## config.mk

```make
export PLATFORM = sky130hd
export DESIGN_NAME = unsigned_to_base_digits_unit
export DESIGN_NICKNAME = d
export VERILOG_FILES = /design/src/hdl/ubd_pkg.sv /design/src/hdl/ubd_divider.sv /design/src/hdl/ubd_digit_stack.sv /design/src/hdl/unsigned_to_base_digits_unit.sv
export SDC_FILE = /design/constraint.sdc
export NUM_CORES = 1
export LEC_CHECK = 0
export ABC_AREA = 1
export BUFFER_PORTS_ARGS = -buffer_cell sky130_fd_sc_hd__buf_2
export CAP_MARGIN = 20
export CORE_MARGIN = 10
export CORE_UTILIZATION = 55
export CTS_BUF_LIST = sky130_fd_sc_hd__clkbuf_16
export CTS_CLUSTER_SIZE = 25
export DETAILED_ROUTE_END_ITERATION = 6
export PLACE_DENSITY_LB_ADDON = 0.2
export SLEW_MARGIN = 5
export SYNTH_ARGS = -nofsm -noshare
export SYNTH_HDL_FRONTEND = slang
export SYNTH_SLANG_ARGS = --single-unit
```

## constraint.sdc

```tcl
create_clock -name aclk -period 10.5 [get_ports aclk]
set_input_delay 0.525 -clock aclk [delete_from_list [all_inputs] [get_ports aclk]]
set_output_delay 0.525 -clock aclk [all_outputs]
set_load 0.02 [all_outputs]
```

## src/hdl/ubd_pkg.sv

```systemverilog
package ubd_pkg;

    // Fixed field and register widths.
    localparam int RADIX_W    = 5;
    localparam int DIGIT_W    = 4;
    localparam int SYM_W      = 8;
    localparam int POS_W      = 6;
    localparam int CFG_W      = 64;
    localparam int CFG_IDX_W  = 2;
    localparam int CHUNK_BITS = 8;

    // Register indexes on the configuration port.
    typedef enum logic [CFG_IDX_W-1:0] {
        CFG_BASE_LENGTH  = 2'd0,
        CFG_SYMBOLS_LOW  = 2'd1,
        CFG_SYMBOLS_HIGH = 2'd2
    } cfg_index_t;

    // Register values after reset: radix ten, symbols "0123456789".
    localparam logic [RADIX_W-1:0] BASE_LENGTH_RESET  = 5'd10;
    localparam logic [CFG_W-1:0]   SYMBOLS_LOW_RESET  = 64'd3978425819141910832;
    localparam logic [CFG_W-1:0]   SYMBOLS_HIGH_RESET = 64'd14648;

    // Sequencer states.
    typedef enum logic [1:0] {
        ST_IDLE,
        ST_DIVIDE,
        ST_READ,
        ST_LOAD
    } state_t;

    // Command to the divider.
    typedef struct packed {
        logic               start;
        logic [RADIX_W-1:0] radix;
    } div_ctrl_t;

    // Status back from the divider.
    typedef struct packed {
        logic busy;
        logic done;
    } div_status_t;

endpackage

```

## src/hdl/ubd_divider.sv

```systemverilog
module ubd_divider #(
    parameter int VALUE_BITS = 32
) (
    input  logic                        aclk,
    input  logic                        aresetn,
    input  ubd_pkg::div_ctrl_t          ctrl,
    input  logic [VALUE_BITS-1:0]       dividend,
    output ubd_pkg::div_status_t        status,
    output logic [VALUE_BITS-1:0]       quotient,
    output logic [ubd_pkg::DIGIT_W-1:0] remainder
);
    import ubd_pkg::*;

    localparam int DIV_STEPS = (VALUE_BITS + CHUNK_BITS - 1) / CHUNK_BITS;
    localparam int PAD_BITS  = DIV_STEPS * CHUNK_BITS;
    localparam int STEP_W    = $clog2(DIV_STEPS + 1);

    logic [PAD_BITS-1:0]   quo_reg, quo_next;
    logic [DIGIT_W-1:0]    rem_reg, rem_next;
    logic [RADIX_W-1:0]    radix_reg, radix_next;
    logic [STEP_W-1:0]     step_reg, step_next;
    logic                  busy_reg, busy_next;
    logic                  done_reg, done_next;
    logic [CHUNK_BITS-1:0] chunk_q;
    logic [DIGIT_W-1:0]    chunk_r;

    // One chunk of restoring division: eight compare-subtract steps on a
    // remainder that always stays below the radix.
    always_comb begin
        logic [DIGIT_W:0] trial;
        chunk_r = rem_reg;
        chunk_q = '0;
        for (int i = 0; i < CHUNK_BITS; i++) begin
            trial = {chunk_r, quo_reg[PAD_BITS-1-i]};
            if (trial >= radix_reg) begin
                trial = trial - radix_reg;
                chunk_q[CHUNK_BITS-1-i] = 1'b1;
            end
            chunk_r = trial[DIGIT_W-1:0];
        end
    end

    // Load on start, then shift one chunk of quotient bits in per cycle.
    always_comb begin
        quo_next   = quo_reg;
        rem_next   = rem_reg;
        radix_next = radix_reg;
        step_next  = step_reg;
        busy_next  = busy_reg;
        done_next  = 1'b0;
        if (ctrl.start && !busy_reg) begin
            quo_next   = PAD_BITS'(dividend);
            rem_next   = '0;
            radix_next = ctrl.radix;
            step_next  = STEP_W'(DIV_STEPS);
            busy_next  = 1'b1;
        end else if (busy_reg) begin
            quo_next  = (quo_reg << CHUNK_BITS) | PAD_BITS'(chunk_q);
            rem_next  = chunk_r;
            step_next = step_reg - 1'b1;
            if (step_reg == STEP_W'(1)) begin
                busy_next = 1'b0;
                done_next = 1'b1;
            end
        end
    end

    always_ff @(posedge aclk) begin
        if (!aresetn) begin
            busy_reg <= 1'b0;
            done_reg <= 1'b0;
            step_reg <= '0;
        end else begin
            busy_reg <= busy_next;
            done_reg <= done_next;
            step_reg <= step_next;
        end
        quo_reg   <= quo_next;
        rem_reg   <= rem_next;
        radix_reg <= radix_next;
    end

    assign status.busy = busy_reg;
    assign status.done = done_reg;
    assign quotient    = quo_reg[VALUE_BITS-1:0];
    assign remainder   = rem_reg;

endmodule

```

## src/hdl/ubd_digit_stack.sv

```systemverilog
module ubd_digit_stack #(
    parameter int DEPTH  = 32,
    parameter int ADDR_W = 5,
    parameter int DATA_W = 4
) (
    input  logic              aclk,
    input  logic              wr_en,
    input  logic [ADDR_W-1:0] wr_addr,
    input  logic [DATA_W-1:0] wr_data,
    input  logic              rd_en,
    input  logic [ADDR_W-1:0] rd_addr,
    output logic [DATA_W-1:0] rd_data
);

    logic [DATA_W-1:0] mem [DEPTH];
    logic [DATA_W-1:0] rd_data_reg;

    // One write port and one registered read port.
    always_ff @(posedge aclk) begin
        if (wr_en) begin
            mem[wr_addr] <= wr_data;
        end
        if (rd_en) begin
            rd_data_reg <= mem[rd_addr];
        end
    end

    assign rd_data = rd_data_reg;

endmodule

```

## src/hdl/unsigned_to_base_digits_unit.sv

```systemverilog
// Unsigned value to digit characters in a programmable radix.
//
// The input channel (s_valid, s_ready, s_value) takes one value. The result
// channel (m_valid, m_ready) then delivers one beat per digit, most significant
// first: m_character is the table symbol, m_position the one-based index and
// m_last marks the least significant digit, where m_position is the count.
// Zero gives a single beat. Users must write registers via cfg_wr_en, cfg_index
// and cfg_wr_data only while no value is in flight; the block does not check.
//
// Each digit takes one pass through the divider, which retires eight quotient
// bits per cycle. Once all digits are stacked, each is read back into the
// output register through ST_READ and ST_LOAD; ST_LOAD waits while the output
// register still holds an untaken beat. s_ready is high only between values.
//
// Reset clears the sequencer and the output valid and restores radix ten with
// the symbols 0 to 9. A stalled receiver holds the current beat in the output
// register; the block waits and drops nothing. The last beat may still wait
// there while the next value is accepted.
module unsigned_to_base_digits_unit #(
    parameter int VALUE_BITS = 32,
    parameter int MAX_BASE   = 16
) (
    input  logic                          aclk,
    input  logic                          aresetn,
    input  logic                          cfg_wr_en,
    input  logic [ubd_pkg::CFG_IDX_W-1:0] cfg_index,
    input  logic [ubd_pkg::CFG_W-1:0]     cfg_wr_data,
    input  logic                          s_valid,
    output logic                          s_ready,
    input  logic [VALUE_BITS-1:0]         s_value,
    output logic                          m_valid,
    input  logic                          m_ready,
    output logic [ubd_pkg::SYM_W-1:0]     m_character,
    output logic [ubd_pkg::POS_W-1:0]     m_position,
    output logic                          m_last
);
    import ubd_pkg::*;

    localparam int ADDR_W = (VALUE_BITS > 1) ? $clog2(VALUE_BITS) : 1;
    localparam int CNT_W  = $clog2(VALUE_BITS + 1);

    logic [RADIX_W-1:0]    base_length_reg;
    logic [CFG_W-1:0]      symbols_low_reg;
    logic [CFG_W-1:0]      symbols_high_reg;

    state_t                state_reg, state_next;
    logic [CNT_W-1:0]      count_reg, count_next;
    logic [ADDR_W-1:0]     ptr_reg, ptr_next;
    logic                  m_valid_reg, m_valid_next;
    logic [SYM_W-1:0]      character_reg, character_next;
    logic [POS_W-1:0]      position_reg, position_next;
    logic                  last_reg, last_next;

    logic [RADIX_W-1:0]    radix_eff;
    div_ctrl_t             div_ctrl;
    div_status_t           div_status;
    logic [VALUE_BITS-1:0] div_dividend;
    logic [VALUE_BITS-1:0] div_quotient;
    logic [DIGIT_W-1:0]    div_remainder;
    logic                  push_en;
    logic                  rd_en;
    logic [DIGIT_W-1:0]    rd_digit;
    logic [CNT_W-1:0]      count_inc;
    logic [2*CFG_W-1:0]    sym_table;
    logic                  out_free;

    // Configuration registers.
    always_ff @(posedge aclk) begin
        if (!aresetn) begin
            base_length_reg  <= BASE_LENGTH_RESET;
            symbols_low_reg  <= SYMBOLS_LOW_RESET;
            symbols_high_reg <= SYMBOLS_HIGH_RESET;
        end else if (cfg_wr_en) begin
            case (cfg_index)
                CFG_BASE_LENGTH:  base_length_reg  <= cfg_wr_data[RADIX_W-1:0];
                CFG_SYMBOLS_LOW:  symbols_low_reg  <= cfg_wr_data;
                CFG_SYMBOLS_HIGH: symbols_high_reg <= cfg_wr_data;
                default: ;
            endcase
        end
    end

    // Radix clamped to the range the table supports.
    always_comb begin
        if (base_length_reg < RADIX_W'(2)) begin
            radix_eff = RADIX_W'(2);
        end else if (base_length_reg > RADIX_W'(MAX_BASE)) begin
            radix_eff = RADIX_W'(MAX_BASE);
        end else begin
            radix_eff = base_length_reg;
        end
    end

    ubd_divider #(
        .VALUE_BITS(VALUE_BITS)
    ) u_divider (
        .aclk      (aclk),
        .aresetn   (aresetn),
        .ctrl      (div_ctrl),
        .dividend  (div_dividend),
        .status    (div_status),
        .quotient  (div_quotient),
        .remainder (div_remainder)
    );

    ubd_digit_stack #(
        .DEPTH  (VALUE_BITS),
        .ADDR_W (ADDR_W),
        .DATA_W (DIGIT_W)
    ) u_stack (
        .aclk    (aclk),
        .wr_en   (push_en),
        .wr_addr (count_reg[ADDR_W-1:0]),
        .wr_data (div_remainder),
        .rd_en   (rd_en),
        .rd_addr (ptr_reg),
        .rd_data (rd_digit)
    );

    assign count_inc = count_reg + 1'b1;
    assign sym_table = {symbols_high_reg, symbols_low_reg};
    assign out_free  = !m_valid_reg || m_ready;

    // Sequencer: divide until the quotient is zero or the stack is full, then pop the digits.
    always_comb begin
        state_next     = state_reg;
        count_next     = count_reg;
        ptr_next       = ptr_reg;
        m_valid_next   = m_valid_reg && !m_ready;
        character_next = character_reg;
        position_next  = position_reg;
        last_next      = last_reg;
        div_ctrl.start = 1'b0;
        div_ctrl.radix = radix_eff;
        div_dividend   = div_quotient;
        push_en        = 1'b0;
        rd_en          = 1'b0;
        s_ready        = 1'b0;
        case (state_reg)
            ST_IDLE: begin
                s_ready      = 1'b1;
                div_dividend = s_value;
                if (s_valid) begin
                    div_ctrl.start = 1'b1;
                    count_next     = '0;
                    state_next     = ST_DIVIDE;
                end
            end
            ST_DIVIDE: begin
                if (div_status.done) begin
                    push_en    = 1'b1;
                    count_next = count_inc;
                    if (div_quotient == '0 || count_inc == CNT_W'(VALUE_BITS)) begin
                        ptr_next   = count_reg[ADDR_W-1:0];
                        state_next = ST_READ;
                    end else begin
                        div_ctrl.start = 1'b1;
                    end
                end
            end
            ST_READ: begin
                rd_en      = 1'b1;
                state_next = ST_LOAD;
            end
            ST_LOAD: begin
                if (out_free) begin
                    m_valid_next   = 1'b1;
                    character_next = sym_table[{rd_digit, 3'b000} +: SYM_W];
                    position_next  = POS_W'(count_reg - CNT_W'(ptr_reg));
                    last_next      = (ptr_reg == '0);
                    if (ptr_reg == '0) begin
                        state_next = ST_IDLE;
                    end else begin
                        ptr_next   = ptr_reg - 1'b1;
                        state_next = ST_READ;
                    end
                end
            end
            default: begin
                state_next = ST_IDLE;
            end
        endcase
    end

    always_ff @(posedge aclk) begin
        if (!aresetn) begin
            state_reg   <= ST_IDLE;
            count_reg   <= '0;
            ptr_reg     <= '0;
            m_valid_reg <= 1'b0;
        end else begin
            state_reg   <= state_next;
            count_reg   <= count_next;
            ptr_reg     <= ptr_next;
            m_valid_reg <= m_valid_next;
        end
        character_reg <= character_next;
        position_reg  <= position_next;
        last_reg      <= last_next;
    end

    assign m_valid     = m_valid_reg;
    assign m_character = character_reg;
    assign m_position  = position_reg;
    assign m_last      = last_reg;

endmodule

```

### Word-level counts from Yosys, hierarchy flattened

Memory sizes are Yosys's and may differ from the RTL's. A register that Yosys moved wholly into a read port is not among the register bits.
Index checks and enable logic that the tools add are counted.

| operators by class | value |
|---|---|
| add/subtract/negate cells | 12 |
| order comparisons | 10 |
| eq/ne operators | 13 |
| shifts and indexed selects | 1 |
| muxes and demuxes | 52 |
| bitwise gates (word level) | 3 |
| reduce and logical (&&, ||, !) cells | 25 |

Operators with widths:

| cell | count |
|---|---|
| 128-bit by 8-bit variable part select with 8-bit output | 1 |
| 32-bit 2-to-1 mux | 3 |
| 5-bit >= comparator | 8 |
| 32-bit zero test | 1 |
| 4-bit 2-to-1 mux | 8 |
| 32-bit by 8-bit bitwise OR with 32-bit output | 1 |
| 4-bit subtractor | 8 |
| 5-bit 2-to-1 mux | 5 |
| 1-bit 2-to-1 mux | 23 |
| 6-bit 2-to-1 mux | 2 |
| 6-bit one-hot mux with 2 select lines | 1 |
| 2-bit 2-to-1 mux | 5 |
| 2-bit != test (second input constant) | 5 |
| 5-bit one-hot mux with 2 select lines | 1 |
| 2-bit AND reduction | 5 |
| 2-bit one-hot mux with 4 select lines | 1 |
| 6-bit by 1-bit adder with 6-bit output (second input constant) | 1 |
| 2-bit equality test (second input constant) | 3 |
| 6-bit equality test (second input constant) | 1 |
| 3-bit 2-to-1 mux | 2 |
| 2-bit nonzero test | 3 |
| 6-bit by 5-bit subtractor with 6-bit output | 1 |
| 5-bit greater-than comparator (second input constant) | 1 |
| 5-bit zero test | 1 |
| 17 further kinds | 25 |

| word-level totals | value |
|---|---|
| register bits | 208 |
| RAM bits | 128 |
| bits of input ports | 103 |
| output and inout port bits | 17 |
| word-level logic and storage cells | 135 |
| memories | 1 |

Memories:

| name | words | bits a word | rd ports | clocked after memory_dff | write ports | line | source |
|---|---|---|---|---|---|---|---|
| u_stack.mem | 32 | 4 | 1 | 1 | 1 | ubd_digit_stack.sv:15 | `logic [DATA_W-1:0] mem [DEPTH];` |

### Logic depth before layout (Yosys ltp)

Gate-level depths: netlist of run 1.

| depth | value |
|---|---|
| word-level depth | 19 |
| mapped depth | 70 |

### Modules after synthesis

A second synthesis of run 1 with hierarchy kept.

| unflattened totals | value |
|---|---|
| cell total of the unflattened synthesis | 2048 |
| area total of the unflattened synthesis | 17080.1 sq um |

By module, submodules not included:

| module | instances | cells an instance | area an instance (sq um) | sequential area each (sq um) |
|---|---|---|---|---|
| unsigned_to_base_digits_unit | 1 | 1078 | 7796.2 | 3393.3 |
| ubd_digit_stack | 1 | 486 | 5536.6 | 3963.8 |
| ubd_divider | 1 | 484 | 3747.3 | 1291.2 |

### Worst setup path after synthesis of run 1

Ideal clock, no wire load.

| path | value |
|---|---|
| kind | reg2reg |
| start | reg u_divider.radix_reg[1] |
| end | reg u_divider.rem_reg[1], in the netlist u_divider.remainder[1] |
| library setup time | 109 ps |
| data arrival time | 9593 ps |
| data required time | 10391 ps |
| slack | 799 ps |
| stages on the path, launching flop included | 65 |
| path buffers | 0 |
| cell sequence | edfxtp_1 > inv_1 > ha_1 > a21o_1 > a21boi_1 > nand3_1 > nand2_1 > o21ai_1 > ha_1 > a21o_1 > a21boi_0 > nand3_1 > inv_1 > or2_2 > nand2_1 > ha_1 > nand2_1 > inv_1 > [29 not listed] > ha_1 > nand2_1 > inv_1 > a21boi_0 > nand2_1 > nor2_1 > or2_2 > nand2_1 > ha_1 > a21o_1 > a31oi_1 > nand3_1 > inv_1 > nand3_1 > nand2_1 > nand2_1 > nand2_1 > inv_1 |

| between the ends | value |
|---|---|
| word-level cells in the longest chain between the ends | 16 |

Ends and longest elaborated chain:

| item | line | source |
|---|---|---|
| start: declaration | ubd_divider.sv:20 | `logic [RADIX_W-1:0] radix_reg, radix_next;` |
| start signal: assignment | ubd_divider.sv:80 | `radix_reg <= radix_next;` |
| 4-bit subtractor / 5-bit >= comparator (equally long branches) | ubd_divider.sv:36, ubd_divider.sv:35 |  |
| 4-bit 2-to-1 mux | ubd_divider.sv:35 | `if (trial >= radix_reg) begin` |
| 4-bit subtractor / 5-bit >= comparator (equally long branches) | ubd_divider.sv:36, ubd_divider.sv:35 |  |
| 4-bit 2-to-1 mux | ubd_divider.sv:35 |  |
| 4-bit subtractor / 5-bit >= comparator (equally long branches) | ubd_divider.sv:36, ubd_divider.sv:35 |  |
| 4-bit 2-to-1 mux | ubd_divider.sv:35 |  |
| 5-bit >= comparator / 4-bit subtractor (equally long branches) | ubd_divider.sv:35, ubd_divider.sv:36 |  |
| 4-bit 2-to-1 mux | ubd_divider.sv:35 |  |
| 4-bit subtractor / 5-bit >= comparator (equally long branches) | ubd_divider.sv:36, ubd_divider.sv:35 |  |
| 4-bit 2-to-1 mux | ubd_divider.sv:35 |  |
| 4-bit subtractor / 5-bit >= comparator (equally long branches) | ubd_divider.sv:36, ubd_divider.sv:35 |  |
| 4-bit 2-to-1 mux | ubd_divider.sv:35 |  |
| 5-bit >= comparator / 4-bit subtractor (equally long branches) | ubd_divider.sv:35, ubd_divider.sv:36 |  |
| 4-bit 2-to-1 mux | ubd_divider.sv:35 |  |
| 4-bit subtractor / 5-bit >= comparator (equally long branches) | ubd_divider.sv:36, ubd_divider.sv:35 |  |
| 4-bit 2-to-1 mux (*) | ubd_divider.sv:35 |  |
| end signal: assignment | ubd_divider.sv:79 | `rem_reg <= rem_next;` |
| end: declaration | ubd_divider.sv:19 | `logic [DIGIT_W-1:0] rem_reg, rem_next;` |

Mark *: on every way between the ends. The rest lies on a longest branch, timed or not.
A chain may end at the register's enable or synchronous reset.

### Worst setup path in the final report of run 1

| path | value |
|---|---|
| start | reg u_divider.radix_reg[2] |
| end | reg u_divider.rem_reg[0], in the netlist u_divider.remainder[0] |

| between the ends | value |
|---|---|
| word-level cells in the longest chain between the ends | 16 |

Ends and longest elaborated chain:

| item | line |
|---|---|
| 4-bit subtractor / 5-bit >= comparator (equally long branches) | ubd_divider.sv:36, ubd_divider.sv:35 |
| 4-bit 2-to-1 mux | ubd_divider.sv:35 |
| 4-bit subtractor / 5-bit >= comparator (equally long branches) | ubd_divider.sv:36, ubd_divider.sv:35 |
| 4-bit 2-to-1 mux | ubd_divider.sv:35 |
| 5-bit >= comparator / 4-bit subtractor (equally long branches) | ubd_divider.sv:35, ubd_divider.sv:36 |
| 4-bit 2-to-1 mux | ubd_divider.sv:35 |
| 4-bit subtractor / 5-bit >= comparator (equally long branches) | ubd_divider.sv:36, ubd_divider.sv:35 |
| 4-bit 2-to-1 mux | ubd_divider.sv:35 |
| 4-bit subtractor / 5-bit >= comparator (equally long branches) | ubd_divider.sv:36, ubd_divider.sv:35 |
| 4-bit 2-to-1 mux | ubd_divider.sv:35 |
| 4-bit subtractor / 5-bit >= comparator (equally long branches) | ubd_divider.sv:36, ubd_divider.sv:35 |
| 4-bit 2-to-1 mux | ubd_divider.sv:35 |
| 5-bit >= comparator / 4-bit subtractor (equally long branches) | ubd_divider.sv:35, ubd_divider.sv:36 |
| 4-bit 2-to-1 mux | ubd_divider.sv:35 |
| 5-bit >= comparator (*) | ubd_divider.sv:35 |
| 4-bit 2-to-1 mux (*) | ubd_divider.sv:35 |

Marked as above.

==> results of run 1 <==
cells by family (layout without fill, tap and decap cells):
group / count (synthesis) / in the layout / share of synthesized area (%)
compound gates: 396 / 396 / 13.52
xor+xnor: 22 / 22 / 1.179
fa+ha+maj: 62 / 62 / 5.160
buf+inv: 234 / 349 / 5.787
flops: 340 / 340 / 52.91
mux: 32 / 32 / 1.960
simple gates: 766 / 766 / 19.48
cell type report:
| class | instances | area share, % |
|---|---|---|
| flip-flops and latches | 340 | 46.60 |
| multi-input cells | 1278 | 36.80 |
| clock buffers | 40 | 5.393 |
| repair buffers | 145 | 4.422 |
| inverters | 135 | 2.744 |
| well taps | 390 | 2.629 |
| clock inverters | 29 | 1.409 |
layer usage:
layer | track usage [%] | part of all wire [%]
met1 | 30.77 | 43
met2 | 35.76 | 46
met3 | 3.686 | 7.6
met4 | 8.825 | 3.5
met5 | 0 | 0
layout by cell type, fill, tap and decap left out, types with 3 or more instances in the layout:
cell type / Yosys / layout
ha_1: 53 / 53
a31oi_1: 3 / 3
nor2_1: 291 / 287
xnor2_1: 11 / 11
mux2i_1: 32 / 32
o211ai_1: 53 / 53
or2_2: 11 / 11
nor2_4: 1 / 5
inv_2: 3 / 9
bufinv_16: 0 / 4
nand4_1: 22 / 22
nand3_2: 1 / 5
clkinv_2: 0 / 4
buf_2: 10 / 118
nand2_2: 4 / 4
a21boi_1: 1 / 3
clkinv_1: 2 / 9
nand2_1: 312 / 312
o221ai_1: 7 / 7
a211oi_1: 3 / 3
nor3_2: 3 / 3
a21o_1: 7 / 7
o21ai_0: 197 / 197
edfxtp_1: 184 / 184
clkbuf_16: 0 / 40
o21ai_1: 10 / 9
nand3b_1: 4 / 4
nor2_2: 4 / 4
o22ai_1: 14 / 14
and2_1: 5 / 5
nand3_1: 102 / 97
a21oi_1: 93 / 91
inv_1: 129 / 131
dfxtp_1: 156 / 155
xor2_1: 11 / 11
fa_1: 9 / 9
buf_4: 4 / 25
critical path, delay by kind of cell (launching register included):
kind / cells / cell delay (ns)
buf+inv: 10 / 0.84
simple gates: 36 / 4.56
flops: 1 / 0.36
fa+ha+maj: 8 / 2.42
compound gates: 9 / 1.50
what timing repair did:
item / in CTS / in global routing
hold buffers: 0 / 0
buffers inserted: 0 / 2
endpoints found under the setup margin: 4 / 5
gates resized for setup: 1 / 22
pin swaps: 0 / 6
through the flow:
stage                     hold WS [ns]  setup WS (ns)  cells  area [um2]  setup TNS [ns]
after detailed placement        0.4306       -0.01678   2285       17190        -0.02139
after global routing            0.2266        -0.1129   2357       18560         -0.2494
final                           0.2212         0.7246   2357       18560               0
after floorplan                 0.4148         0.7985   1852       16340               0
after CTS                       0.2110        0.02319   2354       18460               0
after global placement          0.4269         0.4253   2284       17180               0
Yosys cell counts, drive strengths merged (9+ instances only):
| library cell | number |
|---|---|
| mux2i | 32 |
| nor2 | 296 |
| nand3 | 103 |
| xnor2 | 11 |
| edfxtp | 184 |
| xor2 | 11 |
| o211ai | 53 |
| ha | 53 |
| o22ai | 14 |
| fa | 9 |
| buf | 22 |
| or2 | 11 |
| nand2 | 317 |
| a21oi | 93 |
| nand4 | 22 |
| dfxtp | 156 |
| o21ai | 207 |
| clkbuf | 77 |
| inv | 133 |
how the worst min path moves through the flow:
stage                                                  start                                to  cells after the start
final                                        cfg_wr_data[21]  symbols_low_reg[21]$_SDFFE_PN1P_                      3
after global routing                         cfg_wr_data[21]  symbols_low_reg[21]$_SDFFE_PN1P_                      3
after CTS                                    cfg_wr_data[21]  symbols_low_reg[21]$_SDFFE_PN1P_                      3
after detailed placement  u_divider.step_reg[2]$_SDFFE_PN0P_     u_divider.done_reg$_SDFF_PP0_                      1
after global placement    u_divider.step_reg[2]$_SDFFE_PN0P_     u_divider.done_reg$_SDFF_PP0_                      1
after floorplan           u_divider.step_reg[2]$_SDFFE_PN0P_     u_divider.done_reg$_SDFF_PP0_                      1
==> results.toml, run 1 <==
[synthesis]
yosys.area.top_type_share_pct = 33.81
synth_area_leaders = "edfxtp_1, dfxtp_1, nand2_1, nor2_1, o21ai_0"
synthArstFlopShare_pct = 0
netlist_area_um2 = 16340
synth_cell_type_count = 47
synth-edff-count = 184
yosysWarnings = 0
synth_fp_nets = 2017
synth_cells = 1852
synth_flop_cell = "edfxtp_1"
ys_seq_elements = 340
avgSynthCellArea_um2 = 8.825
yosysSeqAreaShare_pct = 52.91
yosys.area.top_type = "edfxtp_1"

[floorplan]
start_util_pct = 55.44
rows = 63
core_um2 = 29480
die_width_um = 192.4
die_h_um = 192.4
io_pins = 120
die_area_um2 = 37010

[sta]
slew_violations = 0
fin_crit_sh_pct = 93.10
layout_min_cycle_time_ns = 9.775
fin_skew_ns = 0.02420
max_clock_freq_ghz = 0.1023
tightest_slew_ns = 1.057
finalHoldViolations = 0
setup_violations = 0
slew_headroom_pct = 29.44

[critical_path]
endpoint = "u_divider.remainder[0]$_SDFFE_PP0P_"
cp-startpoint = "u_divider.radix_reg[2]$_SDFFCE_PP0P_"
r2r-end = "u_divider.remainder[0]$_SDFFE_PP0P_"
crit_path_start_kind = "flip-flop"
r2r_slack_ns = 0.72
cp_slowest_cell = "edfxtp_1"
critPathMaxStageDelay_ns = 0.36
cp.arrival_ns = 10.20
crit_top_cell = "nand2_1"
worstSetupEndpointType = "flip-flop"
timing.rr.start = "u_divider.radix_reg[2]$_SDFFCE_PP0P_"
worstPathMaxFanout = 8
worstSetupPathType = "reg2reg"
critPathRequiredTime_ns = 10.92
worstRegToRegCells = 63

[clock_network]
clockRootBuffer = "clkbuf_16"
path_clk_slew_ns = 0.06
cts_buffers = 38
clkSinkCount = 340
clock_latency_ns = 0.53
cts_max_level = 2
cts_tree = "done"
clock_path_buffers = 3

[global_route]
antenna_found_initial = 0
grt_pass1_vias = 12990
grt_overflow = 0
grt_usage_pct = 22.68
grt_pass1_wl_um = 67750
grt_max_degree = 116

[finish]
largest_reg_flops = 128
multi_input_comb_area_um2 = 6832
diodes = 0
fillers = 2524
post-route-util_pct = 62.96
seqCellArea_um2 = 8650
area_growth_syn_to_layout_pct = 13.57
layout-drive-gt1-share_pct = 12.66
final_net_count = 2103

[drt]
ant_nets = 0
viasPerCell = 5.704
vias = 13450
drc = 0
drt-initial-drc-count = 1372
drt_first_pass_iters = 6
wirelength_um = 42850
routedWlPerCell_um = 18.18

[min_path]
hp-class = "in2reg"

[outcome]
status = "finished clean"

[placement]
numPortBuffers = 119
post-dp-hpwl_um = 28200
place.gp.congestion = 0.9655

[run]
drv_cap = 0
Power of run 1 is not shown: default switching activity piles up to over one toggle a cycle in this logic, so the estimate is an artifact.
==> run 2: changes to the inputs <==
--- a/config.mk
+++ b/config.mk
@@ -9,7 +9,7 @@
 export BUFFER_PORTS_ARGS = -buffer_cell sky130_fd_sc_hd__buf_2
 export CAP_MARGIN = 20
 export CORE_MARGIN = 10
-export CORE_UTILIZATION = 55
+export CORE_UTILIZATION = 60
 export CTS_BUF_LIST = sky130_fd_sc_hd__clkbuf_16
 export CTS_CLUSTER_SIZE = 25
 export DETAILED_ROUTE_END_ITERATION = 6
==> run 2 against run 1 <==
Hold slack better by 0.020 ns. Die area is 7.5% lower. Clock skew shrank 0.013 ns. Critical path type unchanged.
==> results.toml, run 2 (synthesized netlist as in run 1, its figures left out) <==
[floorplan]
die_width_um = 185.0
die_h_um = 185.0
core_um2 = 26880
io_pins = 120
die_area_um2 = 34240
rows = 60
start_util_pct = 60.81

[critical_path]
cp_slowest_cell = "edfxtp_1"
r2r_slack_ns = 0.55
cp-startpoint = "u_divider.radix_reg[2]$_SDFFCE_PP0P_"
critPathMaxStageDelay_ns = 0.37
worstSetupEndpointType = "flip-flop"
crit_path_start_kind = "flip-flop"
crit_family = "simple AND/OR/NAND/NOR gates"
timing.rr.start = "u_divider.radix_reg[2]$_SDFFCE_PP0P_"
worstSetupPathType = "reg2reg"
crit_top_cell = "nand2_1"
critPathRequiredTime_ns = 10.95
cp.buffers_inverters = 13
r2r-end = "u_divider.remainder[1]$_SDFFE_PP0P_"
path_depth = 65
worstRegToRegCells = 65
cp.arrival_ns = 10.40
worstPathMaxFanout = 7

[min_path]
holdPathEnd = "symbols_low_reg[52]$_SDFFE_PN1P_"
hp-start = "cfg_wr_data[52]"
min_path_cells = 3
hp-class = "in2reg"

[drt]
drt-initial-drc-count = 1408
routedWlPerCell_um = 17.97
vias = 13440
ant_nets = 0
wirelength_um = 41420
drt_first_pass_iters = 6
viasPerCell = 5.831
drc = 0

[global_route]
grt_usage_pct = 23.45
grt_max_degree = 91
grt_overflow = 0
antenna_found_initial = 0
grt_pass1_vias = 12610
grt_pass1_wl_um = 64940

[finish]
fillers = 2156
layout_commonest_cell = "nand2_1"
seqCellArea_um2 = 8650
layout-drive-gt1-share_pct = 12.53
diodes = 0
layout_common_cells = "nand2_1, nor2_1, o21ai_0"
largest_reg_flops = 128
multi_input_comb_area_um2 = 6858
area_growth_syn_to_layout_pct = 12.34
final_net_count = 2104

[run]
drv_cap = 0

[placement]
numPortBuffers = 119
place.gp.congestion = 0.9426
post-dp-hpwl_um = 27500

[sta]
fin_skew_ns = 0.01096
fin_crit_sh_pct = 94.72
max_clock_freq_ghz = 0.1005
finalHoldViolations = 0
slew_headroom_pct = 28.70
final.setup.tns_ns = 0
setup_violations = 0
tightest_slew_ns = 1.070
layout_min_cycle_time_ns = 9.946
slew_violations = 0

[clock_network]
cts_max_level = 2
clockRootBuffer = "clkbuf_16"
clkSinkCount = 340
cts_buffers = 35
path_clk_slew_ns = 0.06
cts_tree = "done"
clock_path_buffers = 3
clock_latency_ns = 0.51

[outcome]
status = "finished clean"
-- run 2: cell type report --
| type | count | share of cell area (%) |
|---|---|---|
| Clock buffer | 37 | 5.043 |
| Clock inverter | 25 | 0.8790 |
| Inverter | 135 | 2.773 |
| Multi-Input combinational cell | 1278 | 37.35 |
| Sequential cell | 340 | 47.11 |
| Tap cell | 341 | 2.324 |
| Timing Repair Buffer | 149 | 4.525 |
-- run 2: worst register-to-register path, delay by kind of cell, from the launching register on --
family          cells  cell delay (ns)
simple gates       39             5.15
fa+ha+maj           8             2.33
compound gates      5             0.92
buf+inv            13             1.13
flops               1             0.37
-- run 2: through the flow --
stage / hold slack [ns] / setup slack, ns / utilization, % / instances / instance area, um2
2_1_floorplan: 0.4148 / 0.7985 / - / 1852 / 16340
3_3_place_gp: 0.4318 / 0.5421 / 63.71 / 2236 / 17120
3_5_place_dp: 0.4373 / -0.06292 / 63.71 / 2236 / 17120
4_1_cts: 0.2283 / 0.001473 / 67.76 / 2298 / 18210
5_1_grt: 0.2419 / -0.1180 / 68.32 / 2305 / 18360
6_report: 0.2407 / 0.5541 / 68.32 / 2305 / 18360
-- run 2: how the worst max path moves through the flow --
stage                                                endpoint
after floorplan           u_divider.remainder[1]$_SDFFE_PP0P_
after global placement    u_divider.remainder[1]$_SDFFE_PP0P_
after detailed placement  u_divider.remainder[1]$_SDFFE_PP0P_
after CTS                 u_divider.remainder[1]$_SDFFE_PP0P_
after global routing      u_divider.remainder[1]$_SDFFE_PP0P_
final                     u_divider.remainder[1]$_SDFFE_PP0P_
-- run 2: repair_timing --
item / 4_1_cts / 5_1_grt
pin swaps: 0 / 7
buffers inserted: 0 / 6
setup endpoints to repair: 5 / 5
hold buffers: 0 / 0
resized for setup: 1 / 24
-- run 2: metal layers --
metal	GRT usage, %	share of wire, %	up-vias
li1	-	-	6467
met1	32.99	44	6365
met2	36.97	47	542
met3	3.389	7.3	66
met4	6.599	2.0	0
met5	0	0	-
Power of run 2 is left out for the same reason.
==> run 3: changes to the inputs <==
--- a/config.mk
+++ b/config.mk
@@ -8,7 +8,7 @@
 export ABC_AREA = 1
 export BUFFER_PORTS_ARGS = -buffer_cell sky130_fd_sc_hd__buf_2
 export CAP_MARGIN = 20
-export CORE_MARGIN = 10
+export CORE_MARGIN = 2
 export CORE_UTILIZATION = 60
 export CTS_BUF_LIST = sky130_fd_sc_hd__clkbuf_16
 export CTS_CLUSTER_SIZE = 25
==> constraint.sdc (replaced) <==
create_clock -name aclk -period 12 [get_ports aclk]
set_input_delay 0.6 -clock aclk [delete_from_list [all_inputs] [get_ports aclk]]
set_output_delay 0.6 -clock aclk [all_outputs]
set_load 0.02 [all_outputs]
==> run 3 against run 2 <==
Cell count down 0.26%. Clock-buffer cell count grew 1. Global-route usage increased by 4.9 points. Die area fell by 17%. Non-clock buffer count down 10. Final area shrank 0.87%. Critical path depth decreased by 2.
==> results.toml, run 3 (synthesized netlist as in run 1, its figures left out) <==
[outcome]
status = "finished clean"

[drt]
ant_nets = 0
drt_first_pass_iters = 5
vias = 13330
viasPerCell = 5.796
routedWlPerCell_um = 17.55
drt-initial-drc-count = 1445
drc = 0
wirelength_um = 40350

[sta]
slew_headroom_pct = 28.47
finalHoldViolations = 0
tightest_slew_ns = 1.072
max_clock_freq_ghz = 0.09013
fin_crit_sh_pct = 92.45
final.setup.tns_ns = 0
setup_violations = 0
slew_violations = 0
layout_min_cycle_time_ns = 11.09
rsz0062_at_grt = "no"
fin_skew_ns = 0.02145

[finish]
layout-drive-gt1-share_pct = 11.26
area_growth_syn_to_layout_pct = 11.37
fillers = 2152
layout_commonest_cell = "nand2_1"
fin_cells = 2299
largest_reg_flops = 128
final_net_count = 2095
layout_common_cells = "nand2_1, nor2_1, o21ai_0"

[placement]
numPortBuffers = 119
place.gp.congestion = 0.9041
dp.cells = 2230
post-dp-hpwl_um = 26310

[clock_network]
cts_max_level = 2
cts_tree = "done"
clkSinkCount = 340
cts_buffers = 36
path_clk_slew_ns = 0.06
clock_path_buffers = 3
hold_buffers = 0
clock_latency_ns = 0.51
clockRootBuffer = "clkbuf_16"

[critical_path]
crit_path_start_kind = "flip-flop"
crit_top_cell = "nand2_1"
critPathMaxStageDelay_ns = 0.40
worstSetupEndpointType = "flip-flop"
cp_slowest_cell = "ha_1"
worstPathMaxFanout = 8
cp.arrival_ns = 11.49
critPathRequiredTime_ns = 12.39
worstSetupPathType = "reg2reg"

[floorplan]
core_um2 = 26880
die_width_um = 169.0
io_pins = 120
rows = 60
die_area_um2 = 28580
start_util_pct = 60.81
die_h_um = 169.0

[run]
drv_cap = 0

[global_route]
grt_pass1_wl_um = 65130
antenna_found_initial = 3
grt_pass1_vias = 12970
grt_max_degree = 80
grt_usage_pct = 28.31
grt_overflow = 0

[min_path]
hp-class = "in2reg"
## run 3: cell count changes in the layout (fill, tap and decap cells not counted), moves of 3 or more
cell      change
a21boi_0      +4
inv_1         +3
diode_2       +4
buf_4         -9
nand3_1       +3
inv_2         -4
a21boi_2      -4
## run 3: path summary, 6_finish.rpt
path,end,cells after the start,start,slack [ns]
worst min-delay path,symbols_low_reg[56]$_SDFFE_PN1P_,3,cfg_wr_data[56],0.32
worst min register to register,symbols_low_reg[37]$_SDFFE_PN1P_,2,symbols_low_reg[37]$_SDFFE_PN1P_,0.45
worst max-delay path,u_divider.remainder[1]$_SDFFE_PP0P_,63,u_divider.radix_reg[4]$_SDFFCE_PP0P_,0.91
worst max register to register,u_divider.remainder[1]$_SDFFE_PP0P_,63,u_divider.radix_reg[4]$_SDFFCE_PP0P_,0.91
## run 3: area by class of cell
| cell class | count | area (um2) | area share [%] |
|---|---|---|---|
| sequential | 340 | 8650 | 47.52 |
| multi-input combinational | 1278 | 6775 | 37.22 |
| clock inverter | 24 | 125.1 | 0.6874 |
| antenna | 4 | 10.01 | 0.05499 |
| inverter | 135 | 516.7 | 2.839 |
| timing repair buffer | 139 | 748.2 | 4.111 |
| tap | 341 | 426.7 | 2.344 |
| clock buffer | 38 | 950.9 | 5.224 |
## run 3: worst max-delay path, delay by kind of cell, from the launching register on
| kind | cells | cell delay [ns] |
|---|---|---|
| AO/OA/AOI/OAI | 12 | 2.56 |
| adder cells (fa/ha/maj) | 8 | 2.55 |
| buffers and inverters | 10 | 1.28 |
| AND/OR/NAND/NOR | 33 | 4.21 |
| flip-flops | 1 | 0.38 |
## run 3: layer usage
metal,up-vias,track usage (%),wire [um]
li1,6454,-,-
met1,6291,39.58,17730
met3,78,5.354,3128
met4,0,9.179,1008
met2,502,44.96,18490
met5,-,0,0
## run 3: per-stage QoR
step	hold WS [ns]	utilization (%)	worst slack (ns)	cell area, um2
global route	0.3081	67.71	0.006812	18200
floorplan	0.4148	-	2.299	16340
finish	0.3173	67.73	0.9054	18200
CTS	0.3053	67.54	0.6413	18150
detailed placement	0.4373	63.54	0.7090	17080
global placement	0.4280	63.54	1.473	17080
## run 3: what timing repair did
action | 4_1_cts | 5_1_grt
buffers inserted | 0 | 3
gates resized for setup | 0 | 5
endpoints found under the setup margin | 0 | 5
Power of run 3 is left out for the same reason.
